## src/hw/rtl/mbps_pkg.sv

```systemverilog
// ----------------------------------------------------------------------------
// mbps_pkg
// Shared types and constants for the masked byte pattern scanner.
// ----------------------------------------------------------------------------
`default_nettype none

package mbps_pkg;

	localparam int unsigned MAX_PATTERN_BYTES_DEF = 16;
	localparam int unsigned ADDRESS_BITS_DEF      = 48;

	localparam int unsigned DATA_W     = 8;
	localparam int unsigned FIELD_AW   = 48;
	localparam int unsigned CFG_DATA_W = 64;
	localparam int unsigned CFG_IDX_W  = 2;
	localparam int unsigned CARE_W     = 16;
	localparam int unsigned PLEN_W     = 5;
	localparam int unsigned PAT_W      = CARE_W * DATA_W;

	typedef enum logic [CFG_IDX_W-1:0] {
		REG_PATTERN_LOW    = 2'd0,
		REG_PATTERN_HIGH   = 2'd1,
		REG_CARE_MASK      = 2'd2,
		REG_PATTERN_LENGTH = 2'd3
	} mbps_reg_t;

	// pattern and care bits as the compare sees them
	typedef struct packed {
		logic [PAT_W-1:0]  pattern;
		logic [CARE_W-1:0] care;
	} mbps_cfg_t;

endpackage : mbps_pkg

`default_nettype wire

```

## src/hw/rtl/mbps_if.sv

```systemverilog
// ----------------------------------------------------------------------------
// mbps_in_if / mbps_out_if
// Valid/ready channels for scanned bytes and match addresses.
// ----------------------------------------------------------------------------
`default_nettype none

interface mbps_in_if
	import mbps_pkg::*;
();
	logic                valid;
	logic                ready;
	logic [DATA_W-1:0]   data_byte;
	logic [FIELD_AW-1:0] byte_address;
	logic                region_start;

	modport source (output valid, data_byte, byte_address, region_start, input ready);
	modport sink   (input valid, data_byte, byte_address, region_start, output ready);
endinterface : mbps_in_if

interface mbps_out_if
	import mbps_pkg::*;
();
	logic                valid;
	logic                ready;
	logic [FIELD_AW-1:0] match_address;

	modport source (output valid, match_address, input ready);
	modport sink   (input valid, match_address, output ready);
endinterface : mbps_out_if

`default_nettype wire

```

## src/hw/rtl/masked_byte_pattern_scan_core.sv

```systemverilog
// ----------------------------------------------------------------------------
// masked_byte_pattern_scan_core
// Byte stream scanner for a masked pattern of up to MAX_PATTERN_BYTES bytes.
// ----------------------------------------------------------------------------
// Takes one byte per clock with its address and a region-start flag; a set
// flag empties the window first, so a match never spans two regions. The
// newest bytes sit in a shift window register; a parallel masked compare
// against the pattern feeds a result register with a matching window's
// first byte address, at most one result per byte. Sustained rate is one
// byte per cycle as long as the result side takes matches; a waiting
// result stalls input only when the window stage also holds a finished
// byte. Pattern length 0 acts as 1, and lengths above MAX_PATTERN_BYTES
// clamp to it. Configuration must be written only while idle, via
// cfg_we/cfg_index/cfg_data; the core itself does not enforce this.
// ----------------------------------------------------------------------------
`default_nettype none

module masked_byte_pattern_scan_core
	import mbps_pkg::*;
#(
	parameter int unsigned MAX_PATTERN_BYTES = MAX_PATTERN_BYTES_DEF,
	parameter int unsigned ADDRESS_BITS      = ADDRESS_BITS_DEF
) (
	input  logic                  clk,
	input  logic                  arst_n,
	input  logic                  cfg_we,
	input  logic [CFG_IDX_W-1:0]  cfg_index,
	input  logic [CFG_DATA_W-1:0] cfg_data,
	mbps_in_if.sink               scan_in,
	mbps_out_if.source            scan_out
);

	localparam int unsigned LEN_W = $clog2(MAX_PATTERN_BYTES + 1);
	localparam int unsigned AW    = (ADDRESS_BITS < FIELD_AW) ? ADDRESS_BITS : FIELD_AW;

	logic [CFG_DATA_W-1:0] pat_low_q;
	logic [CFG_DATA_W-1:0] pat_high_q;
	logic [CARE_W-1:0]     care_q;
	logic [PLEN_W-1:0]     plen_q;

	logic                  s1_valid_q;
	logic [LEN_W-1:0]      fill_s1;
	logic [DATA_W-1:0]     win_byte_s1 [MAX_PATTERN_BYTES];
	logic [AW-1:0]         win_addr_s1 [MAX_PATTERN_BYTES];

	logic                  out_valid_q;
	logic [FIELD_AW-1:0]   out_addr_q;

	mbps_cfg_t             cfg;
	logic [LEN_W-1:0]      len_eff;
	logic                  hit;
	logic [AW-1:0]         start_addr;
	logic                  s1_adv;
	logic                  in_ready;
	logic                  accept;

	// configuration registers
	always_ff @(posedge clk or negedge arst_n) begin
		if (!arst_n) begin
			pat_low_q  <= '0;
			pat_high_q <= '0;
			care_q     <= '0;
			plen_q     <= PLEN_W'(1);
		end else if (cfg_we) begin
			unique case (mbps_reg_t'(cfg_index))
				REG_PATTERN_LOW:    pat_low_q  <= cfg_data;
				REG_PATTERN_HIGH:   pat_high_q <= cfg_data;
				REG_CARE_MASK:      care_q     <= cfg_data[CARE_W-1:0];
				REG_PATTERN_LENGTH: plen_q     <= cfg_data[PLEN_W-1:0];
			endcase
		end
	end

	assign cfg.pattern = {pat_high_q, pat_low_q};
	assign cfg.care    = care_q;

	always_comb begin
		if (plen_q == '0) begin
			len_eff = LEN_W'(1);
		end else if (32'(plen_q) > MAX_PATTERN_BYTES) begin
			len_eff = LEN_W'(MAX_PATTERN_BYTES);
		end else begin
			len_eff = LEN_W'(plen_q);
		end
	end

	// window stage moves on when the result register is free or being drained
	assign s1_adv        = !out_valid_q || scan_out.ready;
	assign in_ready      = !s1_valid_q || s1_adv;
	assign accept        = scan_in.valid && in_ready;
	assign scan_in.ready = in_ready;

	always_ff @(posedge clk or negedge arst_n) begin
		if (!arst_n) begin
			s1_valid_q <= 1'b0;
			fill_s1    <= '0;
		end else begin
			if (in_ready) begin
				s1_valid_q <= scan_in.valid;
			end
			if (accept) begin
				if (scan_in.region_start) begin
					fill_s1 <= LEN_W'(1);
				end else if (32'(fill_s1) < MAX_PATTERN_BYTES) begin
					fill_s1 <= fill_s1 + LEN_W'(1);
				end
			end
		end
	end

	always_ff @(posedge clk) begin
		if (accept) begin
			win_byte_s1[0] <= scan_in.data_byte;
			win_addr_s1[0] <= scan_in.byte_address[AW-1:0];
			for (int i = 1; i < MAX_PATTERN_BYTES; i++) begin
				win_byte_s1[i] <= win_byte_s1[i-1];
				win_addr_s1[i] <= win_addr_s1[i-1];
			end
		end
	end

	mbps_compare #(
		.MAX_PATTERN_BYTES (MAX_PATTERN_BYTES),
		.ADDR_W            (AW)
	) u_compare (
		.cfg        (cfg),
		.len_eff    (len_eff),
		.fill       (fill_s1),
		.win_byte   (win_byte_s1),
		.win_addr   (win_addr_s1),
		.hit        (hit),
		.start_addr (start_addr)
	);

	// result register
	always_ff @(posedge clk or negedge arst_n) begin
		if (!arst_n) begin
			out_valid_q <= 1'b0;
		end else if (s1_adv) begin
			out_valid_q <= s1_valid_q && hit;
		end
	end

	always_ff @(posedge clk) begin
		if (s1_adv && s1_valid_q && hit) begin
			out_addr_q <= FIELD_AW'(start_addr);
		end
	end

	assign scan_out.valid         = out_valid_q;
	assign scan_out.match_address = out_addr_q;

endmodule : masked_byte_pattern_scan_core

`default_nettype wire

```

## src/hw/rtl/mbps_compare.sv

```systemverilog
// ----------------------------------------------------------------------------
// mbps_compare
// Parallel masked compare of the byte window against the pattern.
// ----------------------------------------------------------------------------
`default_nettype none

module mbps_compare
	import mbps_pkg::*;
#(
	parameter int unsigned MAX_PATTERN_BYTES = MAX_PATTERN_BYTES_DEF,
	parameter int unsigned ADDR_W            = FIELD_AW
) (
	input  mbps_cfg_t                        cfg,
	input  logic [$clog2(MAX_PATTERN_BYTES+1)-1:0] len_eff,
	input  logic [$clog2(MAX_PATTERN_BYTES+1)-1:0] fill,
	input  logic [DATA_W-1:0]                win_byte [MAX_PATTERN_BYTES],
	input  logic [ADDR_W-1:0]                win_addr [MAX_PATTERN_BYTES],
	output logic                             hit,
	output logic [ADDR_W-1:0]                start_addr
);

	localparam int unsigned LEN_W = $clog2(MAX_PATTERN_BYTES + 1);
	localparam int unsigned IDX_W = (MAX_PATTERN_BYTES > 1) ? $clog2(MAX_PATTERN_BYTES) : 1;

	logic [LEN_W-1:0] last_pos;
	logic [MAX_PATTERN_BYTES-1:0] miss;

	assign last_pos = len_eff - LEN_W'(1);

	// pattern byte j lines up with window entry len-1-j (entry 0 is newest)
	always_comb begin
		logic [LEN_W-1:0] k;
		for (int j = 0; j < MAX_PATTERN_BYTES; j++) begin
			k = last_pos - LEN_W'(j);
			miss[j] = 1'b0;
			if (j < CARE_W) begin
				if ((LEN_W'(j) < len_eff) && cfg.care[j] &&
				    (win_byte[k[IDX_W-1:0]] != cfg.pattern[j*DATA_W +: DATA_W])) begin
					miss[j] = 1'b1;
				end
			end
		end
	end

	assign hit        = (fill >= len_eff) && (miss == '0);
	assign start_addr = win_addr[last_pos[IDX_W-1:0]];

endmodule : mbps_compare

`default_nettype wire
```

## src/flat_wrapper.sv

```systemverilog
// flat-port wrapper written by rule: the top's interface ports become plain ports
module masked_byte_pattern_scan_core_flat import mbps_pkg::*;
#(
	parameter int unsigned MAX_PATTERN_BYTES = MAX_PATTERN_BYTES_DEF,
	parameter int unsigned ADDRESS_BITS      = ADDRESS_BITS_DEF
)
  (clk, arst_n, cfg_we, cfg_index, cfg_data, scan_in_valid, scan_in_data_byte, scan_in_byte_address, scan_in_region_start, scan_in_ready, scan_out_valid, scan_out_match_address, scan_out_ready);
  mbps_in_if scan_in_i ();
  mbps_out_if scan_out_i ();
  input  logic clk;
  input  logic arst_n;
  input  logic cfg_we;
  input  logic [CFG_IDX_W-1:0] cfg_index;
  input  logic [CFG_DATA_W-1:0] cfg_data;
  input wire logic [$bits(scan_in_i.valid)-1:0] scan_in_valid;
  input wire logic [$bits(scan_in_i.data_byte)-1:0] scan_in_data_byte;
  input wire logic [$bits(scan_in_i.byte_address)-1:0] scan_in_byte_address;
  input wire logic [$bits(scan_in_i.region_start)-1:0] scan_in_region_start;
  output wire logic [$bits(scan_in_i.ready)-1:0] scan_in_ready;
  output wire logic [$bits(scan_out_i.valid)-1:0] scan_out_valid;
  output wire logic [$bits(scan_out_i.match_address)-1:0] scan_out_match_address;
  input wire logic [$bits(scan_out_i.ready)-1:0] scan_out_ready;
  assign scan_in_i.valid = scan_in_valid;
  assign scan_in_i.data_byte = scan_in_data_byte;
  assign scan_in_i.byte_address = scan_in_byte_address;
  assign scan_in_i.region_start = scan_in_region_start;
  assign scan_in_ready = scan_in_i.ready;
  assign scan_out_valid = scan_out_i.valid;
  assign scan_out_match_address = scan_out_i.match_address;
  assign scan_out_i.ready = scan_out_ready;
  masked_byte_pattern_scan_core #(.MAX_PATTERN_BYTES(MAX_PATTERN_BYTES), .ADDRESS_BITS(ADDRESS_BITS)) u_core (.clk(clk), .arst_n(arst_n), .cfg_we(cfg_we), .cfg_index(cfg_index), .cfg_data(cfg_data), .scan_in(scan_in_i), .scan_out(scan_out_i));
endmodule
```

## config.mk

```make
export PLATFORM = sky130hd
export DESIGN_NAME = masked_byte_pattern_scan_core_flat
export DESIGN_NICKNAME = d
export VERILOG_FILES = /design/src/hw/rtl/mbps_pkg.sv /design/src/hw/rtl/mbps_if.sv /design/src/hw/rtl/masked_byte_pattern_scan_core.sv /design/src/hw/rtl/mbps_compare.sv /design/src/flat_wrapper.sv
export SDC_FILE = /design/constraint.sdc
export NUM_CORES = 1
export LEC_CHECK = 0
export BUFFER_PORTS_ARGS = -buffer_cell sky130_fd_sc_hd__buf_2
export CORE_ASPECT_RATIO = 0.7
export CORE_MARGIN = 2
export CORE_UTILIZATION = 40
export CTS_BUF_LIST = sky130_fd_sc_hd__clkbuf_2
export DETAILED_ROUTE_END_ITERATION = 8
export PLACE_DENSITY = 0.65
export SKIP_CTS_REPAIR_TIMING = 1
export SYNTH_ARGS = -nofsm -noshare
export SYNTH_HDL_FRONTEND = slang
export SYNTH_HIERARCHICAL = 1
export SYNTH_SLANG_ARGS = --single-unit
```

## constraint.sdc

```tcl
create_clock -name clk -period 44.2 [get_ports clk]
set_clock_uncertainty 0.05 [all_clocks]
set_input_delay 0 -clock clk [delete_from_list [all_inputs] [get_ports clk]]
set_output_delay 0 -clock clk [all_outputs]
set_load 0.05 [all_outputs]
```

Word level (Yosys, flattened, before mapping)
Index checks and enable logic that the tools add are counted.

Output and inout port bits: 50. ROM bits: 0. Word-level logic and storage cells: 248. Bits in latches: 0. Memories kept: 0. Input bits: 128. Bits in writable memories: 0. Bits in registers: 1100.

Reduce and logical (&&, ||, !) cells: 50. $lt $le $gt $ge: 35. Bitwise gates (word level): 16. Equality and inequality tests: 19. $mul: 0. Add/sub/neg operators: 17. Mux-type cells: 71. Shift operators: 0. Divide/modulo/power cells: 0.

Operator list (count): binary-select mux 8 bit (select 4 bit) (16); 2-to-1 mux 8 bit (32); binary-select mux 48 bit (select 4 bit) (1); != test 8 bit (16); 2-to-1 mux 48 bit (2); >= comparator 5 bit, second input constant (16); inverter 4 -> 5 bit (16); < comparator 4 x 5 -> 1 bit, first input constant (8); logical AND 1 bit (37); subtractor 4 bit, second input constant (8); < comparator 3 x 5 -> 1 bit, first input constant (4); 2-to-1 mux 5 bit (4); logical NOT 16 bit (1); 2-to-1 mux 1 bit (16); subtractor 4 x 3 -> 4 bit, second input constant (4); < comparator 1 x 5 -> 1 bit, first input constant (2); < comparator 2 x 5 -> 1 bit, first input constant (2); AND reduction 2 bit (5); subtractor 4 x 1 -> 4 bit, second input constant (2); subtractor 4 x 2 -> 4 bit, second input constant (2); adder 5 x 1 -> 5 bit, second input constant (1); >= comparator 5 bit (1); > comparator 5 bit, second input constant (1); logical NOT 5 bit (1); 7 further kinds (10).

Logic depth before layout (Yosys ltp)
Depth after elaboration: 15. Mapped depth: 28. Gate-level depth less buffers: 16.

By module
The synthesis kept the hierarchy.

By module, submodules not included: masked_byte_pattern_scan_core (cells an instance 1304, area an instance 34361.7 um^2, times used 1, seq. area each 32252.2 um^2); mbps_compare (cells an instance 1193, area an instance 14697.8 um^2, times used 1, seq. area each 0.0 um^2).

Worst setup path after synthesis
No wires, ideal clock.

Path type: reg2reg. Start: register u_core.out_valid_q (netlist: u_core/scan_out.valid). End: register u_core.fill_s1[4]. Setup time: 0.928 ns. Cell stages (with the launch flop): 4. Buffers on the path: 0. Clock period less this slack: 23.084 ns. Slack: 21.116 ns. Data arrival time: 22.106 ns. Data required time: 43.222 ns. Cell sequence: dfrtp_1 -> nand3b_1 -> and2_1 -> a21oi_1.

Word-level cells in the longest chain between the ends: 5.

Ends and longest elaborated chain: start: declaration (RTL line masked_byte_pattern_scan_core.sv:46) `logic out_valid_q;`; start signal: assignment (RTL line masked_byte_pattern_scan_core.sv:140) `out_valid_q <= s1_valid_q && hit;`; logical NOT 1 bit (RTL line masked_byte_pattern_scan_core.sv:88) `assign s1_adv = !out_valid_q || scan_out.ready;`; logical OR 1 bit (RTL line masked_byte_pattern_scan_core.sv:88); logical OR 1 bit (RTL line masked_byte_pattern_scan_core.sv:89) `assign in_ready = !s1_valid_q || s1_adv;`; named net scan_in_ready (RTL line flat_wrapper.sv:19) `output wire logic [$bits(scan_in_i.ready)-1:0] scan_in_ready;`; logical AND 1 bit (RTL line masked_byte_pattern_scan_core.sv:90) `assign accept = scan_in.valid && in_ready;`; named net u_core.accept (RTL line masked_byte_pattern_scan_core.sv:55) `logic accept;`; AND reduction 2 bit (no line); end signal: assignment (RTL line masked_byte_pattern_scan_core.sv:105) `fill_s1 <= fill_s1 + LEN_W'(1);`; end: declaration (RTL line masked_byte_pattern_scan_core.sv:42) `logic [LEN_W-1:0] fill_s1;`.

The timed path passes the listed nets, and every way through them passes these cells. A chain may end at the register's enable or synchronous reset.

Final worst setup path
Start: register u_core.plen_q[2]. End: register u_core.out_addr_q[35] (netlist: u_core/scan_out.match_address[35]), enable pin.

Word-level cells in the longest chain between the ends: 15. Elaborated cells between the ends (all ways): 168. Classes of those cells: 16 x add/sub; 18 x order compare; 16 x eq/ne; 66 x mux; 16 x bitwise; 36 x reduce/logical.

Ends and longest elaborated chain: start: declaration (RTL line masked_byte_pattern_scan_core.sv:39) `logic [PLEN_W-1:0] plen_q;`; start signal: assignment (RTL line masked_byte_pattern_scan_core.sv:69) `REG_PATTERN_LENGTH: plen_q <= cfg_data[PLEN_W-1:0];`; > comparator 5 bit (RTL line masked_byte_pattern_scan_core.sv:80) `end else if (32'(plen_q) > MAX_PATTERN_BYTES) begin`; 2-to-1 mux 5 bit (RTL line masked_byte_pattern_scan_core.sv:80); 2-to-1 mux 5 bit * (RTL line masked_byte_pattern_scan_core.sv:78) `if (plen_q == '0) begin`; named net u_core.len_eff[0] (RTL line masked_byte_pattern_scan_core.sv:50) `logic [LEN_W-1:0] len_eff;`; subtractor 4 x 1 -> 4 bit (RTL line mbps_compare.sv:28) `assign last_pos = len_eff - LEN_W'(1);`; subtractor 4 x 1 -> 4 bit, or another cell as far along (RTL line mbps_compare.sv:34) `k = last_pos - LEN_W'(j);`; inverter 4 -> 5 bit (not written as such) (RTL line mbps_compare.sv:38) `(win_byte[k[IDX_W-1:0]] != cfg.pattern[j*DATA_W +: DATA_W])) begin`; binary-select mux 8 bit (select 4 bit) (RTL line mbps_compare.sv:38); 2-to-1 mux 8 bit (not written as such) (2 in series) (RTL line mbps_compare.sv:38); != test 8 bit (RTL line mbps_compare.sv:38); logical AND 1 bit (RTL line mbps_compare.sv:37) `if ((LEN_W'(j) < len_eff) && cfg.care[j] &&`; 2-to-1 mux 1 bit (RTL line mbps_compare.sv:37); logical NOT 16 bit (RTL line mbps_compare.sv:45) `assign hit = (fill >= len_eff) && (miss == '0);`; logical AND 1 bit * (RTL line mbps_compare.sv:45); named net u_core.hit (RTL line masked_byte_pattern_scan_core.sv:51) `logic hit;`; logical AND 1 bit * (RTL line masked_byte_pattern_scan_core.sv:145) `if (s1_adv && s1_valid_q && hit) begin`; end signal: assignment (RTL line masked_byte_pattern_scan_core.sv:146) `out_addr_q <= FIELD_AW'(start_addr);`; end: declaration (RTL line masked_byte_pattern_scan_core.sv:47) `logic [FIELD_AW-1:0] out_addr_q;`.

The timed path passes the listed nets; every way through them passes the cells marked *. The select of a mux whose other input is x is not followed.

==> results.cfg <==
[floorplanning]
ios = 178
coreArea_um2 = 121700
placementRows = 107
die_area_um2 = 125500
die_y_um = 297.0
initial_utilization_pct = 40.31
horizontal_die_dimension_um = 422.6

[routing]
drt-wirelength-per-cell_um = 23.20
wirelength_mm = 119.4
via_count = 28300
drc_errors = 0
dr.first_iter.drc_count = 2623
first_pass_iters = 6
detail_route.vias_per_cell = 5.497
antenna_left = 0

[synthesis]
post_synth_inst_count = 2497
synth-seq-cells = 1100
synth.lib_cells_used.distinct = 81
ys_seq_area_share_pct = 65.74
synth_area_leaders = sky130_fd_sc_hd__edfxtp_1, sky130_fd_sc_hd__mux4_2, sky130_fd_sc_hd__dfrtp_1
post_synth.cell_area_avg_um2 = 19.65
ys.warnings.count = 6
asyncSetResetFlopFracSynth_pct = 14.18
synth.largest_area_cell = sky130_fd_sc_hd__edfxtp_1
yosys.area.top_type_share_pct = 57.78
number_of_nets_produced_by_synthesis = 2633
synth_enable_flop_cells = 944
synth_flop_type = sky130_fd_sc_hd__edfxtp_1
post_synth_instance_area_um2 = 49060

[clock_network]
cts_num_sinks = 1100
clk_pin_slew_ns = 0.09
max-clock-path-buffers = 4
cts_root_buffer = sky130_fd_sc_hd__clkbuf_2
num_cts_buffers = 291
clock_latency_ns = 1.56
clock_tree.htree_level_count = 5
tritoncts = built

[global_route]
grt_overflow = 0
grt_use_total_pct = 18.21
grt_pass1_wl_mm = 173.6
via_count_of_the_first_global_routing_pass = 27310
maximum_number_of_pins_on_one_net_before_global_route_repair = 208
initial_antenna_violation_count = 7

[cells_and_area]
mostFrequentLayoutCell = sky130_fd_sc_hd__edfxtp_1
area_delta_synth_final_pct = 19.28
post-route-util_pct = 48.09
layout.area.seq_um2 = 32250
multi_input_gate_area_um2 = 16010
final_layout_size_suffix_gt1_share_pct = 35.13
n_fill_cell = 10190
mostFrequentLayoutCells = sky130_fd_sc_hd__edfxtp_1, sky130_fd_sc_hd__dlygate4sd3_1, sky130_fd_sc_hd__clkbuf_2, sky130_fd_sc_hd__mux4_2, sky130_fd_sc_hd__mux2i_1
finalNetCount = 3444

[run_status]
outcome = complete, no violations

[sta]
relSlewSlack_pct = 13.36
grt_setup_unrepaired = no
max_freq_mhz = 118.0
worst_slew_pin_slew_ns = 1.298
setup_tns_ns = 0
final-max-slew-violation-count = 0
final_hold_viol_count = 0
timing.final.crit_period_ns = 8.474
final_cycle_share_pct = 19.17
setup-violations-final = 0

[worst_setup_path]
cp-endpoint = u_core/scan_out.match_address[35]
reg2reg_from = u_core/plen_q[2]
crit_required_ns = 45.24
start_kind = flop
crit_type = reg -> reg
timing.critical_path.from = u_core/plen_q[2]
rr_worst_depth = 15
crit-reg2reg-capture = u_core/scan_out.match_address[35]
crit_path_end_kind = flop
arrival_time_at_the_worst_endpoint_ns = 9.51
path_max_fanout = 67
setup.reg_to_reg.worst_slack_ns = 35.73

[power]
leakage_power_nw = 21.23
power.density_cell_area_nw_per_um2 = 52.40
vdd.ir_drop.worst_uv = 38.19

[worst_hold_path]
worst_hold_path.num_cells = 4
min_path_type = in -> reg
hold_path_origin = cfg_data[7]

[run]
number_of_max_cap_violations = 0

[place]
gp_congestion = 0.8818
place.detailed.hpwl_mm = 74.64
buffer_ports.inserted = 177
-- through the flow --
step / power, mW / setup WS, ns / hold WS (ns) / area (µm²) / std cells
2_1_floorplan: 2.087 / 21.12 / -0.3456 / 49060 / 2497
3_3_place_gp: 2.325 / 36.10 / 0.05601 / 51560 / 4203
3_5_place_dp: 2.346 / 35.95 / 0.08818 / 51560 / 4203
4_1_cts: 3.041 / 35.87 / -1.712 / 54000 / 4695
5_1_grt: 3.223 / 35.40 / -0.02848 / 58520 / 5148
6_report: 3.066 / 35.73 / 0.09969 / 58520 / 5148
-- state kept, by name, summed over array words and instances (netlist names), 5 cells and up --
register / cells
u_core/fill_s1: 5
u_core/pat_high_q: 64
u_core/win_addr_s1: 768
u_core/plen_q: 5
u_core/care_q: 16
u_core/win_byte_s1: 128
u_core/pat_low_q: 64
u_core/scan_out.match_address: 48
-- metal layers --
| layer | part of all wire, % | GRT usage, % |
|---|---|---|
| met5 | 0.017 | 0 |
| met4 | 1.9 | 5.893 |
| met3 | 7.4 | 4.760 |
| met2 | 45 | 25.61 |
| met1 | 46 | 27.46 |
-- cell type report --
class / count / area share [%]
Tap cell: 1635 / 3.496
Clock inverter: 64 / 0.5196
Timing Repair Buffer: 661 / 9.718
Inverter: 16 / 0.1026
Antenna cell: 6 / 0.02566
Clock buffer: 428 / 3.661
Sequential cell: 1100 / 55.12
Multi-Input combinational cell: 1238 / 27.36
-- where the power goes --
part	total, mW	internal, mW	leakage, nW	switching (mW)
combinational	1.11	0.513	8.24	0.593
sequential	1.28	1.22	11.1	0.0533
clock	0.683	0.267	1.94	0.415
total	3.07	2.00	21.2	1.06
-- logic make-up (layout without fill, tap and decap cells) --
kind of cell	count (synthesis)	count (layout)	synth area share (%)
AOI/OAI and AO/OA	127	127	1.905
xor gates and xnor gates	119	119	2.237
adders and majority gates	8	8	0.2040
buffers and inverters	159	1169	1.803
DFF	1100	1100	65.74
muxes	809	809	26.02
other	0	6	0
and+or+nand+nor	175	175	2.086
-- Yosys cell counts, types with 4 or more instances --
master                        n
sky130_fd_sc_hd__o211ai_1    13
sky130_fd_sc_hd__inv_1       15
sky130_fd_sc_hd__mux2_1       6
sky130_fd_sc_hd__edfxtp_1   944
sky130_fd_sc_hd__a31oi_1      6
sky130_fd_sc_hd__o21ai_0     22
sky130_fd_sc_hd__dfrtp_1    155
sky130_fd_sc_hd__and3_1       4
sky130_fd_sc_hd__nand3_1     25
sky130_fd_sc_hd__mux2i_1    254
sky130_fd_sc_hd__nand2b_1     5
sky130_fd_sc_hd__buf_4       21
sky130_fd_sc_hd__xnor2_1     44
sky130_fd_sc_hd__buf_2       39
sky130_fd_sc_hd__nand4_1     24
sky130_fd_sc_hd__nand3b_1     5
sky130_fd_sc_hd__a211o_1      8
sky130_fd_sc_hd__buf_1       29
sky130_fd_sc_hd__or4_1        8
sky130_fd_sc_hd__a21boi_0     7
sky130_fd_sc_hd__xor2_1      70
sky130_fd_sc_hd__o2111ai_1    5
sky130_fd_sc_hd__nor2_1      25
sky130_fd_sc_hd__a22oi_1      6
sky130_fd_sc_hd__mux2_2     197
sky130_fd_sc_hd__nand2_1     25
sky130_fd_sc_hd__nor2b_1      6
sky130_fd_sc_hd__clkbuf_1    33
sky130_fd_sc_hd__mux4_2     349
sky130_fd_sc_hd__nor4_1      14
sky130_fd_sc_hd__a2111oi_0    6
sky130_fd_sc_hd__nor3_1      10
sky130_fd_sc_hd__a21oi_1     18
sky130_fd_sc_hd__ha_1         8
sky130_fd_sc_hd__o211a_1      4
sky130_fd_sc_hd__buf_6       20
sky130_fd_sc_hd__and4_1       4
-- worst max-delay path: stages, from the launching register on --
cell and delay [ns]:
sky130_fd_sc_hd__dfrtp_1 0.42, sky130_fd_sc_hd__nor3_1 0.24, sky130_fd_sc_hd__nor2_1 0.12, sky130_fd_sc_hd__nor2_4 0.70, sky130_fd_sc_hd__buf_4 0.89, sky130_fd_sc_hd__buf_4 0.90
sky130_fd_sc_hd__mux4_2 0.66, sky130_fd_sc_hd__mux4_2 0.51, sky130_fd_sc_hd__xor2_1 0.17, sky130_fd_sc_hd__nor4_1 1.00, sky130_fd_sc_hd__a21oi_1 0.20, sky130_fd_sc_hd__a2111oi_0 0.40
sky130_fd_sc_hd__nor4bb_1 0.47, sky130_fd_sc_hd__nand2_1 0.20, sky130_fd_sc_hd__a21oi_4 0.14, sky130_fd_sc_hd__buf_4 0.74
-- worst min-delay path by stage --
stage                                    to  slack [ns]
floorplan                  u_core/care_q[0]       -0.35
global placement      u_core/pat_high_q[25]        0.06
detailed placement     u_core/pat_low_q[32]        0.09
CTS                 u_core/win_addr_s1[753]       -1.71
global route               u_core/care_q[7]       -0.03
finish                     u_core/care_q[7]         0.1
(Power assumes the default switching activity.)
